**src/rtl/core/assert_macros.svh**
```systemverilog
// assertion helpers used by the histogram core
`ifndef ASSERT_MACROS_SVH
`define ASSERT_MACROS_SVH

// same-cycle implication, disabled while in reset
`define ASSERT_IMPL(label, clk, rst_n, cond, conseq, msg) \
  label: assert property (@(posedge clk) disable iff (!rst_n) (cond) |-> (conseq)) \
    else $error(msg);

// next-cycle implication, disabled while in reset
`define ASSERT_NEXT(label, clk, rst_n, cond, conseq, msg) \
  label: assert property (@(posedge clk) disable iff (!rst_n) (cond) |=> (conseq)) \
    else $error(msg);

`endif

```
**src/rtl/core/fcfh_pkg.sv**
```systemverilog
package fcfh_pkg;

  // default sizing
  localparam int unsigned SYMBOLS_DEF     = 128;
  localparam int unsigned COUNT_WIDTH_DEF = 32;

  // field widths
  localparam int unsigned BYTE_W    = 8;
  localparam int unsigned CODE_W    = 7;
  localparam int unsigned OUT_W     = 32;
  localparam int unsigned FRAC_BITS = 16;
  localparam int unsigned FREQ_W    = FRAC_BITS + 1;
  localparam int unsigned MASK_W    = 64;
  localparam int unsigned CFG_IDX_W = 2;
  localparam int unsigned CFG_W     = MASK_W;

  // action codes
  localparam logic ACT_COUNT = 1'b0;
  localparam logic ACT_READ  = 1'b1;

  // register indexes
  localparam logic [CFG_IDX_W-1:0] REG_CASE_SENS = 2'd0;
  localparam logic [CFG_IDX_W-1:0] REG_MASK_LO   = 2'd1;
  localparam logic [CFG_IDX_W-1:0] REG_MASK_HI   = 2'd2;

  // case folding
  localparam logic [CODE_W-1:0] UPPER_FIRST = 7'd65;
  localparam logic [CODE_W-1:0] UPPER_LAST  = 7'd90;
  localparam logic [CODE_W-1:0] CASE_OFFSET = 7'd32;
  localparam logic [CODE_W-1:0] LOWER_FIRST = UPPER_FIRST + CASE_OFFSET;
  localparam logic [CODE_W-1:0] LOWER_LAST  = UPPER_LAST + CASE_OFFSET;

  // Q1.16 value of 1.0
  localparam logic [FREQ_W-1:0] FREQ_ONE = 17'h10000;

  // divider status toward the top level
  typedef struct packed {
    logic busy;
    logic done;
  } div_stat_t;

endpackage

```
**src/rtl/core/fcfh_div.sv**
```systemverilog
// restoring divider: quot = floor(num * 2^16 / den), one quotient bit per cycle
module fcfh_div (
  input  logic                          clk_i,
  input  logic                          rst_ni,
  input  logic                          start_i,
  input  logic                          ack_i,
  input  logic [fcfh_pkg::OUT_W-1:0]    num_i,
  input  logic [fcfh_pkg::OUT_W-1:0]    den_i,
  output fcfh_pkg::div_stat_t           stat_o,
  output logic [fcfh_pkg::FREQ_W-1:0]   quot_o
);

  localparam int unsigned StepW = $clog2(fcfh_pkg::FREQ_W);
  localparam logic [StepW-1:0] LastStep = StepW'(fcfh_pkg::FREQ_W - 1);

  typedef enum logic [1:0] {
    S_IDLE,
    S_RUN,
    S_DONE
  } state_e;

  state_e                        state_q;
  logic [StepW-1:0]              step_q;
  logic [fcfh_pkg::OUT_W:0]      rem_q;
  logic [fcfh_pkg::OUT_W-1:0]    den_q;
  logic [fcfh_pkg::FREQ_W-1:0]   quot_q;

  logic [fcfh_pkg::OUT_W:0]      trial;
  logic                          take;
  logic [fcfh_pkg::OUT_W:0]      rem_d;

  // first step compares the numerator itself, later steps shift in a zero
  always_comb begin
    trial = (step_q == '0) ? rem_q : {rem_q[fcfh_pkg::OUT_W-1:0], 1'b0};
    take  = (trial >= {1'b0, den_q});
    rem_d = take ? (trial - {1'b0, den_q}) : trial;
  end

  // sequencer and datapath registers
  always_ff @(posedge clk_i or negedge rst_ni) begin
    if (!rst_ni) begin
      state_q <= S_IDLE;
      step_q  <= '0;
      rem_q   <= '0;
      den_q   <= '0;
      quot_q  <= '0;
    end else begin
      case (state_q)
        S_IDLE: begin
          if (start_i) begin
            rem_q   <= {1'b0, num_i};
            den_q   <= den_i;
            quot_q  <= '0;
            step_q  <= '0;
            state_q <= S_RUN;
          end
        end
        S_RUN: begin
          rem_q  <= rem_d;
          quot_q <= {quot_q[fcfh_pkg::FREQ_W-2:0], take};
          if (step_q == LastStep) begin
            state_q <= S_DONE;
          end else begin
            step_q <= step_q + 1'b1;
          end
        end
        S_DONE: begin
          if (ack_i) begin
            state_q <= S_IDLE;
          end
        end
        default: state_q <= S_IDLE;
      endcase
    end
  end

  assign stat_o.busy = (state_q != S_IDLE);
  assign stat_o.done = (state_q == S_DONE);
  assign quot_o      = quot_q;

endmodule

```
**config.mk**
```make
export PLATFORM = sky130hd
export DESIGN_NAME = fcfh_div
export DESIGN_NICKNAME = d
export VERILOG_FILES = /design/src/rtl/core/assert_macros.svh /design/src/rtl/core/fcfh_pkg.sv /design/src/rtl/core/fcfh_div.sv
export SDC_FILE = /design/constraint.sdc
export NUM_CORES = 1
export LEC_CHECK = 0
export ABC_AREA = 0
export BUFFER_PORTS_ARGS = -buffer_cell sky130_fd_sc_hd__clkbuf_2
export CORE_MARGIN = 2
export CORE_UTILIZATION = 53
export CTS_CLUSTER_SIZE = 28
export DETAILED_ROUTE_END_ITERATION = 7
export PLACE_DENSITY = 0.77
export SYNTH_ARGS = -nofsm -noshare
export SYNTH_HDL_FRONTEND = slang
export SYNTH_SLANG_ARGS = --single-unit
export TNS_END_PERCENT = 50
```
**constraint.sdc**
```tcl
create_clock -name clk_i -period 3.5 [get_ports clk_i]
set_input_delay 0.175 -clock clk_i [delete_from_list [all_inputs] [get_ports clk_i]]
set_output_delay 0.175 -clock clk_i [all_outputs]
set_load 0.01 [all_outputs]
```
==> results.cfg <==
[floorplan]
die_area_um2 = 13300
die_h_um = 115
initial_core_util_pct = 54.6
coreArea_um2 = 12100
rows = 40
ioPinCount = 87
die_x_um = 115

[logic_synthesis]
synth_async_sr_flop_share_pct = 100
synthFlopType = dfrtp_1
synth_top_area_share_pct = 33.8
seq_area_frac_synth_pct = 33.8
yosysMostFrequentCell = nand2_1
synth_edf_count = 0
yosys-top-cells-area = dfrtp_1 34%, nand2_1 10%, ha_1 6.5%
synth_fp_nets = 908
yosys.area.top_type = dfrtp_1
synth_cells = 805
synth_area_um2 = 6580
netlist_top_cells_count = 177 x nand2_1, 89 x dfrtp_1, 69 x o21ai_0
yosysWarnings = 0
synth_cell_types = 58
ys_ff_latch = 89
postSynthAreaPerCell_um2 = 8.18

[place]
dpl_worst_slack_ps = -163
dp_hpwl_um = 12300
dp_cells = 1101
place.port_buffers = 86
gp_congestion = 0.919

[worst_setup_path]
cp-start-kind = flip-flop
cp_max_fo = 7
criticalPathCategory = flip-flop to flip-flop
end_kind = flip-flop
rrSetupSlack_ps = -280
worstPathRequired_ps = 3760
worst-endpoint-arrival_ps = 4040

[timing]
finalSetupViolations = 34
worst_slew_pin_slew_ps = 1020
period_share_pct = 108
whs_ps = -31.8
hold_viol_final = 18
drv_slew = 0
slew_headroom_pct = 31.8
fin_crit_ps = 3780
finalClockSkew_ps = 11.4
rsz0062_at_grt = true
fmax_mhz = 265
setup_ws_ps = -279

[cts]
clock_path_buffers = 2
cts_tree = yes
hold_buffers = 0
path_clk_slew_ps = 70
cts.sinks = 89
cts_made_buffers = 9
htree_levels = 3
clock_latency_ps = 370
root_buffer = clkbuf_16

[final_layout]
diodes = 0
seq_area_um2 = 2230
multi_input_area_um2 = 4570
area_growth_pct = 37.9
fin_nets = 1082
instances_no_fill = 1152
drive_above_1_share_pct = 37.2
fillers = 756

[route]
num_vias = 7261
first_pass_iters = 7
drt-initial-drc-count = 925
post_drt_wl_per_cell_um = 20.6
drtAntennaViolNets = 0
viasPerCell = 6.30
wl_um = 23700
drc_errors = 0

[global_routing]
grt_pass1_vias = 7065
grt_antenna_before_repair = 0
grt_pass1_wl_um = 34700
grt-ovfl-total = 0
grt_max_degree = 96
track_usage_pct = 33.2

[status]
status = finished with violations
violations = hold timing, setup timing

[run]
maxCapViolCount = 0

[worst_hold_path]
hold_class = primary input to async pin
[final cells by class]
type / count / area share (%)
Multi-Input combinational cell: 616 / 50.3
Clock inverter: 6 / 0.482
Tap cell: 168 / 2.32
Inverter: 46 / 1.93
Sequential cell: 89 / 24.5
Timing Repair Buffer: 217 / 17.9
Clock buffer: 10 / 2.52
[timing repair]
| action | 4_1_cts | 5_1_grt |
|---|---|---|
| endpoints found under the setup margin | 34 | 34 |
| buffers inserted | 22 | 11 |
| gates cloned | 5 | 1 |
| gates resized for setup | 98 | 43 |
| pin swaps | 45 | 38 |
[sequential cells by signal, summed over array words and instances, names as in the netlist]
name	flops
rem_q	33
den_q	32
quot_o	17
step_q	5
state_q	2
[critical path, cell delays in order, from the launching register on]
cell      delay [ps]
dfrtp_1          380
inv_1             60
ha_2             170
nor4b_4          190
buf_6            200
buf_12           140
buf_16           140
mux2_4           330
ha_4             300
buf_4            140
nand4_1          190
nor3_2           380
a21oi_4          160
nand2b_4         110
buf_6            100
o21ai_4          110
nor4_2           350
and3b_1          210
[cells in the final DEF, fill, tap and decap left out, types with 5 or more instances in the layout]
cell | Yosys | routed
nand2_1 | 177 | 167
nand2_2 | 1 | 8
o21ai_1 | 1 | 6
dfrtp_1 | 89 | 89
buf_12 | 0 | 6
o21a_1 | 7 | 5
xnor2_1 | 12 | 12
ha_1 | 34 | 6
a21oi_1 | 57 | 44
buf_4 | 3 | 109
and3_1 | 24 | 22
buf_6 | 8 | 11
o21ai_0 | 69 | 63
a21oi_2 | 1 | 13
ha_4 | 0 | 26
a31oi_1 | 18 | 16
nand4_1 | 18 | 18
clkbuf_2 | 2 | 85
mux2_4 | 0 | 17
nor2_1 | 24 | 22
xor2_1 | 15 | 14
o21bai_1 | 8 | 7
nand3_1 | 23 | 19
mux2_2 | 30 | 13
a21o_1 | 12 | 12
mux2i_1 | 16 | 14
clkbuf_16 | 0 | 10
inv_1 | 46 | 45
[worst paths after layout]
check,startpoint,endpoint,cells past startpoint
min reg2reg,quot_o[7],quot_o[8],2
max reg2reg,step_q[1],rem_q[31],17
max,step_q[1],rem_q[31],17
min,rst_ni,quot_o[16],1
max in group asynchronous,rst_ni,rem_q[31],2
min in group clk_i,den_i[31],den_q[31],3
[kinds of logic after synthesis]
logic type,share of synthesized area (%)
AO/OA/AOI/OAI,19.3
XOR/XNOR,3.59
adder cells (fa/ha/maj),6.77
buffers and inverters,7.58
flip-flops,33.8
multiplexers,7.56
AND/OR/NAND/NOR,21.4
[metrics by stage]
stage          instance area [um^2]  utilization (%)  setup TNS (ps)
4_1_cts                        8850             73.4            -176
2_1_floorplan                  6630                -           -3.62
3_3_place_gp                   7670             63.6            -810
3_5_place_dp                   7670             63.6           -3340
6_report                       9080             75.3           -6670
5_1_grt                        9080             75.3          -11270
[routing by layer]
layer	GRT usage, %	vias to the layer above	routed length (um)
met3	7.48	201	2220
met2	54.7	579	10800
li1	-	3150	-
met5	0	-	0
met4	21.1	0	1860
met1	39.3	3331	8790
Power is not shown: default switching activity piles up to over one toggle a cycle in this logic, so the estimate is an artifact.
